### src/rtl/core/pf_pkg.sv
// ---------------------------------------------------------------------------
// pf_pkg
// Shared types, constants and helpers of the Playfair encryptor.
// ---------------------------------------------------------------------------
`default_nettype none

package pf_pkg;

  localparam int unsigned GRID_SIDE   = 5;
  localparam int unsigned GRID_CELLS  = GRID_SIDE * GRID_SIDE;
  localparam int unsigned ALPHA_COUNT = 26;

  localparam int unsigned LW = 5;  // letter index width
  localparam int unsigned RW = 3;  // row / column width
  localparam int unsigned AW = 5;  // grid address width

  localparam logic [LW-1:0] LET_I     = LW'(8);
  localparam logic [LW-1:0] LET_J     = LW'(9);
  localparam logic [LW-1:0] LET_X     = LW'(23);
  localparam logic [LW-1:0] LET_LAST  = LW'(ALPHA_COUNT - 1);
  localparam logic [6:0]    ASCII_A   = 7'd65;
  localparam logic [AW-1:0] CELLS_END = AW'(GRID_CELLS);

  typedef enum logic [1:0] {
    MODE_KEY      = 2'd0,
    MODE_KEY_END  = 2'd1,
    MODE_TEXT     = 2'd2,
    MODE_TEXT_END = 2'd3
  } pf_mode_e;

  typedef enum logic [1:0] {
    OP_PLACE = 2'd0,
    OP_FILL  = 2'd1,
    OP_ENC   = 2'd2
  } pf_op_e;

  typedef struct packed {
    pf_op_e        op;
    logic [LW-1:0] let_a;
    logic [LW-1:0] let_b;
  } pf_cmd_t;

  typedef struct packed {
    logic          valid;
    logic [LW-1:0] idx;
  } pf_letter_t;

  typedef struct packed {
    logic [RW-1:0] row;
    logic [RW-1:0] col;
  } pf_pos_t;

  typedef enum logic [2:0] {
    B_IDLE,
    B_FILL,
    B_LOOK,
    B_GRID,
    B_OUT0,
    B_OUT1
  } pf_back_state_e;

  // ASCII byte to letter index, J folded to I
  function automatic pf_letter_t letter_of(input logic [7:0] b);
    pf_letter_t r;
    r.valid = 1'b0;
    r.idx   = '0;
    if (b >= 8'd65 && b <= 8'd90) begin
      r.valid = 1'b1;
      r.idx   = LW'(b - 8'd65);
    end else if (b >= 8'd97 && b <= 8'd122) begin
      r.valid = 1'b1;
      r.idx   = LW'(b - 8'd97);
    end
    if (r.idx == LET_J) begin
      r.idx = LET_I;
    end
    return r;
  endfunction

  function automatic logic [RW-1:0] wrap_inc(input logic [RW-1:0] v);
    return (v == RW'(GRID_SIDE - 1)) ? '0 : v + RW'(1);
  endfunction

  function automatic logic [AW-1:0] cell_addr(input logic [RW-1:0] r,
                                              input logic [RW-1:0] c);
    return AW'(r) * AW'(GRID_SIDE) + AW'(c);
  endfunction

endpackage

`default_nettype wire

### src/rtl/core/pf_if.sv
// ---------------------------------------------------------------------------
// pf_if
// Valid/ready channels of the Playfair encryptor: input items and cipher letters.
// ---------------------------------------------------------------------------
`default_nettype none

interface pf_in_if;
  logic       valid;
  logic       ready;
  logic [1:0] mode;
  logic [7:0] char_in;

  modport source (output valid, output mode, output char_in, input ready);
  modport sink   (input valid, input mode, input char_in, output ready);
endinterface

interface pf_out_if;
  logic       valid;
  logic       ready;
  logic [6:0] cipher_char;
  logic       pair_last;

  modport source (output valid, output cipher_char, output pair_last, input ready);
  modport sink   (input valid, input cipher_char, input pair_last, output ready);
endinterface

`default_nettype wire

### src/rtl/core/pf_fifo.sv
// ---------------------------------------------------------------------------
// pf_fifo
// Small command queue between the front end and the execution sequencer.
// ---------------------------------------------------------------------------
`default_nettype none

module pf_fifo #(
  parameter int unsigned DEPTH = 4
) (
  input  wire                   clk_i,
  input  wire                   rst_ni,
  input  wire                   push_i,
  input  wire pf_pkg::pf_cmd_t  push_data_i,
  output logic                  full_o,
  input  wire                   pop_i,
  output pf_pkg::pf_cmd_t       pop_data_o,
  output logic                  empty_o
);
  import pf_pkg::*;

  localparam int unsigned PW = (DEPTH > 1) ? $clog2(DEPTH) : 1;
  localparam int unsigned CW = $clog2(DEPTH + 1);

  pf_cmd_t         mem_q [DEPTH];
  logic [PW-1:0]   wr_q, wr_d, rd_q, rd_d;
  logic [CW-1:0]   cnt_q, cnt_d;
  logic            push_ok, pop_ok;

  assign full_o     = (cnt_q == CW'(DEPTH));
  assign empty_o    = (cnt_q == '0);
  assign push_ok    = push_i && !full_o;
  assign pop_ok     = pop_i && !empty_o;
  assign pop_data_o = mem_q[rd_q];

  always_comb begin
    wr_d  = wr_q;
    rd_d  = rd_q;
    cnt_d = cnt_q;
    if (push_ok) begin
      wr_d = (wr_q == PW'(DEPTH - 1)) ? '0 : wr_q + PW'(1);
    end
    if (pop_ok) begin
      rd_d = (rd_q == PW'(DEPTH - 1)) ? '0 : rd_q + PW'(1);
    end
    if (push_ok && !pop_ok) begin
      cnt_d = cnt_q + CW'(1);
    end else if (pop_ok && !push_ok) begin
      cnt_d = cnt_q - CW'(1);
    end
  end

  always_ff @(posedge clk_i or negedge rst_ni) begin
    if (!rst_ni) begin
      wr_q  <= '0;
      rd_q  <= '0;
      cnt_q <= '0;
    end else begin
      wr_q  <= wr_d;
      rd_q  <= rd_d;
      cnt_q <= cnt_d;
    end
  end

  always_ff @(posedge clk_i) begin
    if (push_ok) begin
      mem_q[wr_q] <= push_data_i;
    end
  end

endmodule

`default_nettype wire

### src/rtl/core/pf_front.sv
// ---------------------------------------------------------------------------
// pf_front
// Accepts input items, decodes letters, pairs text letters and queues commands.
// ---------------------------------------------------------------------------
`default_nettype none

module pf_front (
  input  wire              clk_i,
  input  wire              rst_ni,
  pf_in_if.sink            in_i,
  output logic             push_o,
  output pf_pkg::pf_cmd_t  cmd_o,
  input  wire              full_i
);
  import pf_pkg::*;

  logic          held_valid_q, held_valid_d;
  logic [LW-1:0] held_letter_q, held_letter_d;
  logic          take;
  pf_letter_t    ltr;

  assign in_i.ready = !full_i;
  assign take       = in_i.valid && !full_i;
  assign ltr        = letter_of(in_i.char_in);

  always_comb begin
    push_o        = 1'b0;
    cmd_o.op      = OP_PLACE;
    cmd_o.let_a   = ltr.idx;
    cmd_o.let_b   = ltr.idx;
    held_valid_d  = held_valid_q;
    held_letter_d = held_letter_q;
    case (pf_mode_e'(in_i.mode))
      MODE_KEY: begin
        push_o = take && ltr.valid;
      end
      MODE_KEY_END: begin
        cmd_o.op = OP_FILL;
        push_o   = take;
      end
      MODE_TEXT: begin
        cmd_o.op    = OP_ENC;
        cmd_o.let_a = held_letter_q;
        if (take && ltr.valid) begin
          if (held_valid_q) begin
            push_o       = 1'b1;
            held_valid_d = 1'b0;
          end else begin
            held_valid_d  = 1'b1;
            held_letter_d = ltr.idx;
          end
        end
      end
      MODE_TEXT_END: begin
        // odd letter left over: pad with X
        cmd_o.op    = OP_ENC;
        cmd_o.let_a = held_letter_q;
        cmd_o.let_b = LET_X;
        if (take && held_valid_q) begin
          push_o       = 1'b1;
          held_valid_d = 1'b0;
        end
      end
      default: begin
        push_o = 1'b0;
      end
    endcase
  end

  always_ff @(posedge clk_i or negedge rst_ni) begin
    if (!rst_ni) begin
      held_valid_q  <= 1'b0;
      held_letter_q <= '0;
    end else begin
      held_valid_q  <= held_valid_d;
      held_letter_q <= held_letter_d;
    end
  end

endmodule

`default_nettype wire

### src/rtl/core/pf_back.sv
// ---------------------------------------------------------------------------
// pf_back
// Executes queued commands: builds the key grid and encrypts letter pairs.
// ---------------------------------------------------------------------------
`default_nettype none

module pf_back (
  input  wire                   clk_i,
  input  wire                   rst_ni,
  input  wire pf_pkg::pf_cmd_t  cmd_i,
  input  wire                   empty_i,
  output logic                  pop_o,
  pf_out_if.source              out_o
);
  import pf_pkg::*;

  pf_back_state_e state_q, state_d;

  logic [ALPHA_COUNT-1:0] used_q, used_d;
  logic [AW-1:0]          fill_count_q, fill_count_d;
  logic [RW-1:0]          fill_row_q, fill_row_d, fill_col_q, fill_col_d;
  logic [LW-1:0]          walk_q, walk_d;

  logic [LW-1:0] grid_mem [GRID_CELLS];
  pf_pos_t       pos_mem  [ALPHA_COUNT];

  pf_pos_t       pos_a_q, pos_b_q;
  logic [LW-1:0] grid_x_q, grid_y_q;
  logic [LW-1:0] out_x_q, out_y_q;

  logic          place_en;
  logic [LW-1:0] place_idx;
  logic          do_place;
  logic [RW-1:0] xr, xc, yr, yc;
  logic [AW-1:0] addr_x, addr_y;

  // placement is shared by key letters and the key-end walk
  assign do_place = place_en && (fill_count_q != CELLS_END) && !used_q[place_idx];

  always_comb begin
    if (pos_a_q.row == pos_b_q.row) begin
      xr = pos_a_q.row;
      xc = wrap_inc(pos_a_q.col);
      yr = pos_b_q.row;
      yc = wrap_inc(pos_b_q.col);
    end else if (pos_a_q.col == pos_b_q.col) begin
      xr = wrap_inc(pos_a_q.row);
      xc = pos_a_q.col;
      yr = wrap_inc(pos_b_q.row);
      yc = pos_b_q.col;
    end else begin
      xr = pos_a_q.row;
      xc = pos_b_q.col;
      yr = pos_b_q.row;
      yc = pos_a_q.col;
    end
    addr_x = cell_addr(xr, xc);
    addr_y = cell_addr(yr, yc);
  end

  always_comb begin
    state_d      = state_q;
    pop_o        = 1'b0;
    place_en     = 1'b0;
    place_idx    = cmd_i.let_a;
    walk_d       = walk_q;
    used_d       = used_q;
    fill_count_d = fill_count_q;
    fill_row_d   = fill_row_q;
    fill_col_d   = fill_col_q;
    out_o.valid  = 1'b0;
    case (state_q)
      B_IDLE: begin
        if (!empty_i) begin
          pop_o = 1'b1;
          case (cmd_i.op)
            OP_PLACE: place_en = 1'b1;
            OP_FILL: begin
              walk_d  = '0;
              state_d = B_FILL;
            end
            OP_ENC:  state_d = B_LOOK;
            default: state_d = B_IDLE;
          endcase
        end
      end
      B_FILL: begin
        place_idx = walk_q;
        place_en  = (walk_q != LET_J);
        walk_d    = walk_q + LW'(1);
        if (walk_q == LET_LAST) begin
          state_d = B_IDLE;
        end
      end
      B_LOOK: state_d = B_GRID;
      B_GRID: state_d = B_OUT0;
      B_OUT0: begin
        out_o.valid = 1'b1;
        if (out_o.ready) begin
          state_d = B_OUT1;
        end
      end
      B_OUT1: begin
        out_o.valid = 1'b1;
        if (out_o.ready) begin
          state_d = B_IDLE;
        end
      end
      default: state_d = B_IDLE;
    endcase
    if (do_place) begin
      used_d[place_idx] = 1'b1;
      fill_count_d      = fill_count_q + AW'(1);
      if (fill_col_q == RW'(GRID_SIDE - 1)) begin
        fill_col_d = '0;
        fill_row_d = fill_row_q + RW'(1);
      end else begin
        fill_col_d = fill_col_q + RW'(1);
      end
    end
  end

  assign out_o.cipher_char = ASCII_A + 7'((state_q == B_OUT1) ? out_y_q : out_x_q);
  assign out_o.pair_last   = (state_q == B_OUT1);

  always_ff @(posedge clk_i or negedge rst_ni) begin
    if (!rst_ni) begin
      state_q      <= B_IDLE;
      used_q       <= '0;
      fill_count_q <= '0;
      fill_row_q   <= '0;
      fill_col_q   <= '0;
      walk_q       <= '0;
    end else begin
      state_q      <= state_d;
      used_q       <= used_d;
      fill_count_q <= fill_count_d;
      fill_row_q   <= fill_row_d;
      fill_col_q   <= fill_col_d;
      walk_q       <= walk_d;
    end
  end

  // grid and letter position stores, registered reads
  always_ff @(posedge clk_i) begin
    if (do_place) begin
      grid_mem[fill_count_q] <= place_idx;
      pos_mem[place_idx]     <= '{row: fill_row_q, col: fill_col_q};
    end
    pos_a_q  <= pos_mem[cmd_i.let_a];
    pos_b_q  <= pos_mem[cmd_i.let_b];
    grid_x_q <= grid_mem[addr_x];
    grid_y_q <= grid_mem[addr_y];
    if (state_q == B_GRID) begin
      out_x_q <= grid_x_q;
      out_y_q <= grid_y_q;
    end
  end

endmodule

`default_nettype wire

### src/rtl/core/playfair_encryptor.sv
// ---------------------------------------------------------------------------
// playfair_encryptor
// Playfair encryptor on a byte stream with a key grid built from key bytes.
// ---------------------------------------------------------------------------
// The input channel takes one item per cycle while the command queue has room.
// Text letters that open a pair and non-letter bytes only update the front end
// and never occupy the queue. The execution sequencer places a key letter at
// dispatch, walks over all 26 letters after a key end, and takes a letter pair
// through dispatch, position lookup, grid lookup and then one cipher letter
// after the other, holding each while the output is stalled. Keys must be
// complete (key end seen) before text is sent; a new key needs a reset.
`default_nettype none

module playfair_encryptor #(
  parameter int unsigned QUEUE_DEPTH = 4
) (
  input  wire       clk_i,
  input  wire       rst_ni,
  pf_in_if.sink     in_i,
  pf_out_if.source  out_o
);
  import pf_pkg::*;

  pf_cmd_t push_cmd, head_cmd;
  logic    push, full, pop, empty;

  pf_front u_front (
    .clk_i  (clk_i),
    .rst_ni (rst_ni),
    .in_i   (in_i),
    .push_o (push),
    .cmd_o  (push_cmd),
    .full_i (full)
  );

  pf_fifo #(
    .DEPTH (QUEUE_DEPTH)
  ) u_fifo (
    .clk_i       (clk_i),
    .rst_ni      (rst_ni),
    .push_i      (push),
    .push_data_i (push_cmd),
    .full_o      (full),
    .pop_i       (pop),
    .pop_data_o  (head_cmd),
    .empty_o     (empty)
  );

  pf_back u_back (
    .clk_i   (clk_i),
    .rst_ni  (rst_ni),
    .cmd_i   (head_cmd),
    .empty_i (empty),
    .pop_o   (pop),
    .out_o   (out_o)
  );

endmodule

`default_nettype wire
### src/flat_wrapper.sv
// flat-port wrapper written by rule: the top's interface ports become plain ports
module playfair_encryptor_flat import pf_pkg::*;
#(
  parameter int unsigned QUEUE_DEPTH = 4
)
  (clk_i, rst_ni, in_i_valid, in_i_mode, in_i_char_in, in_i_ready, out_o_valid, out_o_cipher_char, out_o_pair_last, out_o_ready);
  pf_in_if in_i_i ();
  pf_out_if out_o_i ();
  input  wire clk_i;
  input  wire rst_ni;
  input wire logic [$bits(in_i_i.valid)-1:0] in_i_valid;
  input wire logic [$bits(in_i_i.mode)-1:0] in_i_mode;
  input wire logic [$bits(in_i_i.char_in)-1:0] in_i_char_in;
  output wire logic [$bits(in_i_i.ready)-1:0] in_i_ready;
  output wire logic [$bits(out_o_i.valid)-1:0] out_o_valid;
  output wire logic [$bits(out_o_i.cipher_char)-1:0] out_o_cipher_char;
  output wire logic [$bits(out_o_i.pair_last)-1:0] out_o_pair_last;
  input wire logic [$bits(out_o_i.ready)-1:0] out_o_ready;
  assign in_i_i.valid = in_i_valid;
  assign in_i_i.mode = in_i_mode;
  assign in_i_i.char_in = in_i_char_in;
  assign in_i_ready = in_i_i.ready;
  assign out_o_valid = out_o_i.valid;
  assign out_o_cipher_char = out_o_i.cipher_char;
  assign out_o_pair_last = out_o_i.pair_last;
  assign out_o_i.ready = out_o_ready;
  playfair_encryptor #(.QUEUE_DEPTH(QUEUE_DEPTH)) u_core (.clk_i(clk_i), .rst_ni(rst_ni), .in_i(in_i_i), .out_o(out_o_i));
endmodule
### config.mk
export PLATFORM = sky130hd
export DESIGN_NAME = playfair_encryptor_flat
export DESIGN_NICKNAME = d
export VERILOG_FILES = /design/src/rtl/core/pf_pkg.sv /design/src/rtl/core/pf_if.sv /design/src/rtl/core/pf_fifo.sv /design/src/rtl/core/pf_front.sv /design/src/rtl/core/pf_back.sv /design/src/rtl/core/playfair_encryptor.sv /design/src/flat_wrapper.sv
export SDC_FILE = /design/constraint.sdc
export NUM_CORES = 1
export LEC_CHECK = 0
export BUFFER_PORTS_ARGS = -buffer_cell sky130_fd_sc_hd__buf_2
export CORE_MARGIN = 8
export CORE_UTILIZATION = 58
export DETAILED_ROUTE_END_ITERATION = 8
export GPL_TIMING_DRIVEN = 0
export HOLD_SLACK_MARGIN = 0.12
export PLACE_DENSITY = 0.8
export SETUP_SLACK_MARGIN = 0.4
export SLEW_MARGIN = 20
export SYNTH_ARGS = -nofsm -noshare
export SYNTH_HDL_FRONTEND = slang
export SYNTH_HIERARCHICAL = 1
export SYNTH_SLANG_ARGS = --single-unit
### constraint.sdc
create_clock -name clk_i -period 4.4 [get_ports clk_i]
set_input_delay 0 -clock clk_i [delete_from_list [all_inputs] [get_ports clk_i]]
set_output_delay 0 -clock clk_i [all_outputs]
set_load 0.01 [all_outputs]
Word-level counts from Yosys, hierarchy flattened
Memory sizes are Yosys's and may differ from the RTL's. A register that Yosys moved wholly into a read port is not among the register bits. Cells that the tools add are included.

Flip-flop bits (word level): 68. RAM bits: 329. Input port bits: 14. Memories: 3.

Memories: u_core.u_back.pos_mem (words 26, width 6, rd ports 2, clocked after memory_dff 2, wr ports 1, line pf_back.sv:25) `pf_pos_t pos_mem [ALPHA_COUNT];`; u_core.u_back.grid_mem (words 25, width 5, rd ports 2, clocked after memory_dff 2, wr ports 1, line pf_back.sv:24) `logic [LW-1:0] grid_mem [GRID_CELLS];`; u_core.u_fifo.mem_q (words 4, width 12, rd ports 1, clocked after memory_dff 0, wr ports 1, line pf_fifo.sv:24) `pf_cmd_t mem_q [DEPTH];`.

Add/sub/neg operators: 17. Multiply operators: 2. Order comparisons: 6. Eq/ne operators: 32. Multiplexer cells: 56. Bitwise logic cells: 2. Reductions and logical operators: 31.

Operator list (count): two-way mux 3 bit (19); two-way mux 5 bit (7); OR 26 bit (1); == test 3 bit (second input constant) (8); adder 3 x 1 -> 3 bit (second input constant) (7); one-hot mux 3 bit (6 select lines) (1); two-way mux 1 bit (17); >= comparator 8 x 7 -> 1 bit (second input constant) (2); <= comparator 8 x 7 -> 1 bit (second input constant) (2); logical AND 1 bit (12); two-way mux 6 bit (2); != test 2 bit (second input constant) (6); adder 5 x 1 -> 5 bit (second input constant) (2); adder 5 x 3 -> 5 bit (2); == test 2 bit (second input constant) (5); multiplier 3 x 3 -> 5 bit (second input constant) (2); one-hot mux 5 bit (2 select lines) (1); subtractor 5 x 1 -> 5 bit (second input constant) (2); one-hot mux 3 bit (3 select lines) (1); AND reduction 3 bit (3); adder 7 x 5 -> 7 bit (first input constant) (1); == test 3 x 2 -> 1 bit (second input constant) (2); == test 3 bit (2); zero test 3 bit (2); 24 further kinds (37).

Longest topological paths before layout
Depth in word-level cells: 12. Gate-level depth with buffers: 21.

Hierarchy
Netlist, hierarchy kept.

Modules (own cells, without submodules): pf_back (times used 1, cells each 1472, area each 19123.3 um^2, sequential area each 10304.9 um^2); pf_fifo (times used 1, cells each 100, area each 2175.8 um^2, sequential area each 1616.6 um^2); pf_front (times used 1, cells each 65, area each 594.3 um^2, sequential area each 150.1 um^2).

Least setup slack after synthesis
Ideal clock, no wire load.

Kind: flip-flop to flip-flop. From: register, netlist name u_core/u_back/pos_b_q[3]. To: register u_core.u_back.grid_y_q[1] (read register of u_core.u_back.grid_mem). Setup time: 0.079 ns. Data arrival time: 4.560 ns. Data required time: 4.321 ns. Slack: -0.239 ns. Stages on the path, launching flop included: 21. Buffers on the path: 5. Cell sequence: dfxtp_1 -> buf_2 -> xnor2_1 -> nand3_1 -> clkbuf_1 -> clkbuf_1 -> nand2_1 -> clkbuf_1 -> o311ai_0 -> o21ai_0 -> ha_1 -> ha_1 -> a21o_1 -> a21oi_1 -> xnor2_1 -> or3_1 -> nand2_1 -> buf_2 -> nand4_1 -> or4_1 -> o211ai_1.

Cells in the longest elaborated chain, start to end: 6.

RTL lines: adder 3 x 1 -> 3 bit / == test 3 bit (equally long branches) (line pf_pkg.sv:81) `return (v == RW'(GRID_SIDE - 1)) ? '0 : v + RW'(1);`; two-way mux 3 bit (line pf_pkg.sv:81); two-way mux 3 bit (line pf_back.sv:46) `end else if (pos_a_q.col == pos_b_q.col) begin`; two-way mux 3 bit (line pf_back.sv:41) `if (pos_a_q.row == pos_b_q.row) begin`; multiplier 3 x 3 -> 5 bit (line pf_pkg.sv:86) `return AW'(r) * AW'(GRID_SIDE) + AW'(c);`; adder 5 x 3 -> 5 bit * (line pf_pkg.sv:86); end: declaration (line pf_back.sv:28) `logic [LW-1:0] grid_x_q, grid_y_q;`.

Every way passes the cells marked *; elsewhere a longest branch is shown, timed or not. A chain may end at the register's enable or synchronous reset.

Worst setup path in the final report
From: register, netlist name u_core/u_back/pos_b_q[1]. To: register u_core.u_back.grid_y_q[1] (read register of u_core.u_back.grid_mem).

Cells in the longest elaborated chain, start to end: 5.

RTL lines (line): == test 3 bit (pf_back.sv:46); two-way mux 3 bit (pf_back.sv:46); two-way mux 3 bit (pf_back.sv:41); multiplier 3 x 3 -> 5 bit (pf_pkg.sv:86); adder 5 x 3 -> 5 bit * (pf_pkg.sv:86).

Marks and branches as above.

==> reports/metrics.cfg <==
[timing]
post-route-min-period_ns=4.207
clock-skew-final_ns=0.02848
worst_pin_slew_ns=1.082
setup_violations=0
finalHoldViolCount=0
rsz0062_at_grt=true
drv_slew=0
period_share_pct=95.61
fmax_mhz=237.7
layout_setup_ws_ns=0.1933
relSlewSlack_pct=27.14

[layout]
multi_input_area_mm2=0.009926
diodes=0
nets=1846
fillers=2483
drive_gt1_share_pct=27.95
area_growth_pct=18.38
seqCellArea_mm2=0.01208

[critical_path]
cp.required_ns=4.86
crit_fanout=6
crit_chain=xnor2_2 -> and3_4 -> nand2_4 -> buf_8 -> o31ai_4 -> o311ai_2 -> o21ai_1 -> ha_1 -> ha_1 -> a21o_1 -> a21oi_2 -> xnor2_2 -> or3_4 -> nand2_4 -> buf_6 -> nand4_1 -> or4_4 -> o211ai_1
cp_slowest_cell=or4_4
cp-end-kind=register
start_kind=register
slowest_delay_ns=0.54
worstSetupPathType=reg2reg
critical_path_arrival_ns=4.67

[floorplanning]
die_area_mm2=0.04422
die_w_um=210.3
rows=71
io_pins=24
fp.dieH_um=210.3
start_util_pct=58.54
coreArea_mm2=0.03740

[clock_network]
htree_levels=2
cts.path.max_buffers=3
cts_root_buf=clkbuf_16
path_clk_slew_ns=0.06
cts_tree=yes
cts_buffers=43
cts.sinks=419
clk_latency_ns=0.58

[synth]
synth_area_per_cell_um2=13.37
synthArstFlopShare_pct=13.84
ys_types=87
syn_inst=1637
yosysSeqAreaShare_pct=55.14
synth_ff_type=edfxtp_1
yosysTopAreaCell=edfxtp_1
synth_area_mm2=0.02189
ys_warn_count=6
ys_top_cells_by_area=edfxtp_1 (46%), mux4_2 (11%), dfrtp_1 (6.6%)
ys_seq_elements=419
synth_edf_count=339
yosysTopAreaCellShare_pct=46.50
synth_nets=1693

[routing]
vias=15860
routed_wl_um=66600
drt-vias-per-instance=6.789
first_pass_iters=6
drtIter0Drc=1923
drc=0
detail_route.wl_per_cell_um=28.51
ant_nets=0

[global_route]
overflow=0
grtUsageTotal_pct=29.65
grt_pass1_wl_um=98510
antenna_found_initial=3
grt_pass1_vias=15990
grt_start_max_net_pins=59

[place]
place_congestion=1.020
portBuffers=22
hpwlAfterDp_um=44800
dp_slack_ns=-1.248

[status]
outcome=finished clean

[hold_path]
hp-class=in2reg

[flow_run]
max-cap-violations=0

## registers in the layout, indices dropped and copies added (netlist names), 5 cells and up
signal                        cells
u_core/u_back/fill_count_q        5
u_core/u_back/grid_mem          125
u_core/u_back/walk_q              5
u_core/u_back/used_q             26
u_core/u_back/pos_b_q             6
u_core/u_back/out_y_q             5
u_core/u_front/held_letter_q      5
u_core/u_back/grid_y_q            5
u_core/u_fifo/mem_q              48
u_core/u_back/grid_x_q            5
u_core/u_back/pos_a_q             6
u_core/u_back/out_x_q             5
u_core/u_back/pos_mem           156
## metrics by stage
step / cell area (um^2) / std cells / TNS [ns] / util [%] / hold slack, ns
after floorplan: 21970 / 1637 / 0 / - / -0.2956
after global placement: 22720 / 2170 / -242.31 / 60.74 / 0.3093
after detailed placement: 22750 / 2171 / -282.61 / 60.84 / 0.1312
after CTS: 25410 / 2314 / 0 / 67.94 / 0.1294
after global routing: 25920 / 2336 / 0 / 69.30 / 0.1801
final: 25920 / 2336 / 0 / 69.30 / 0.1569
## layer usage
layer | up-vias | part of all wire [%] | global-route usage [%]
li1 | 6676 | - | -
met4 | 6 | 6.0 | 16.21
met3 | 254 | 9.9 | 5.807
met1 | 7870 | 37 | 36.97
met2 | 1053 | 47 | 48.64
met5 | - | 0.074 | 0
## cell usage in the layout (no fill, tap or decap), types with 16 or more instances in the layout
cell           Yosys  routed
a211oi_1          32      31
a21oi_1           53      50
a22oi_1           16      16
and3_1            49      34
buf_2             18      36
buf_4             10      61
buf_6              8      24
clkbuf_1          52      43
clkbuf_16          0      48
dfrtp_1           58      58
dlygate4sd3_1      0      17
edfxtp_1         339     339
ha_1              39      34
inv_1             43      39
mux2_2            28      27
mux2i_1          119     116
mux4_2           106     106
nand2_1          149     141
nand3_1           37      31
nor2_1            82      65
nor2_4             0      16
nor2b_1           27      27
nor3_1            32      23
o21ai_0           31      23
or2_1             24      24
## cell usage after synthesis, drive strengths merged, types with 5 or more instances
| cell | number |
|---|---|
| and2 | 12 |
| a211oi | 34 |
| and3b | 6 |
| mux4 | 107 |
| a31oi | 7 |
| buf | 50 |
| nand2 | 152 |
| or2 | 28 |
| o31ai | 14 |
| o21ai | 37 |
| nor2b | 27 |
| xor2 | 11 |
| o221ai | 6 |
| nor3 | 32 |
| edfxtp | 339 |
| nand3 | 37 |
| mux2i | 120 |
| and3 | 50 |
| o211ai | 12 |
| a2111oi | 10 |
| nor2 | 83 |
| dfrtp | 58 |
| a22oi | 16 |
| ha | 39 |
| clkbuf | 52 |
| nor3b | 10 |
| xnor2 | 26 |
| o311ai | 5 |
| mux2 | 31 |
| a32o | 6 |
| nand4 | 14 |
| dfxtp | 22 |
| inv | 44 |
| o22ai | 10 |
| a21oi | 54 |
| or3 | 5 |
| a32oi | 13 |
## worst paths after layout
| kind | startpoint | to | slack (ns) | depth (start not counted) |
|---|---|---|---|---|
| worst max-delay path | u_core/u_back/pos_b_q[1]$_DFF_P_ | u_core/u_back/grid_y_q[1]$_DFF_P_ | 0.19 | 18 |
| worst min-delay path | in_i_valid | u_core/u_fifo/wr_q[1]$_DFFE_PN0P_ | 0.16 | 6 |
| worst max register to register | u_core/u_back/pos_b_q[1]$_DFF_P_ | u_core/u_back/grid_y_q[1]$_DFF_P_ | 0.19 | 18 |
| worst min register to register | u_core/u_back/grid_x_q[2]$_DFF_P_ | u_core/u_back/out_x_q[2]$_DFFE_PN_ | 0.40 | 0 |
| max in group asynchronous | rst_ni | u_core/u_back/used_q[24]$_DFFE_PN0P_ | 3.58 | 4 |
| min in group asynchronous | rst_ni | u_core/u_fifo/wr_q[0]$_DFFE_PN0P_ | 0.57 | 4 |
## critical path: cells and delay by family, from the launching register on
| family | cells | cell delay [ns] |
|---|---|---|
| AND/OR/NAND/NOR | 6 | 1.44 |
| AO/OA/AOI/OAI | 6 | 1.11 |
| adder cells (fa/ha/maj) | 2 | 0.57 |
| XOR/XNOR | 2 | 0.42 |
| flip-flops | 1 | 0.35 |
| buffers and inverters | 2 | 0.23 |
## area by class of cell
cell class	count	area share (%)
flip-flops and latches	419	46.61
multi-input cells	1071	38.30
clock buffers	65	4.784
repair buffers	104	3.437
plain buffers	102	2.979
well taps	511	2.467
inverters	45	0.7579
clock inverters	15	0.5793
repair inverters	4	0.09172
## logic make-up (layout without fill, tap and decap cells)
kind of cell / count (synthesis) / in the layout / synth area share, %
AOI/OAI and AO/OA: 254 / 254 / 8.401
muxes: 258 / 258 / 18.21
buffers and inverters: 147 / 335 / 3.069
and+or+nand+nor: 479 / 479 / 11.18
xor gates and xnor gates: 37 / 37 / 1.480
adders and majority gates: 42 / 42 / 2.503
other: 1 / 1 / 0.01713
DFF: 419 / 419 / 55.14
## timing repair
action,4_1_cts,5_1_grt
hold endpoints to repair,114,0
gates cloned,3,1
buffers inserted,42,21
hold buffers,18,0
endpoints found under the setup margin,334,318
resized for setup,179,89
pin swaps,32,45
Power is not shown: default switching activity piles up to over one toggle a cycle in this logic, so the estimate is an artifact.
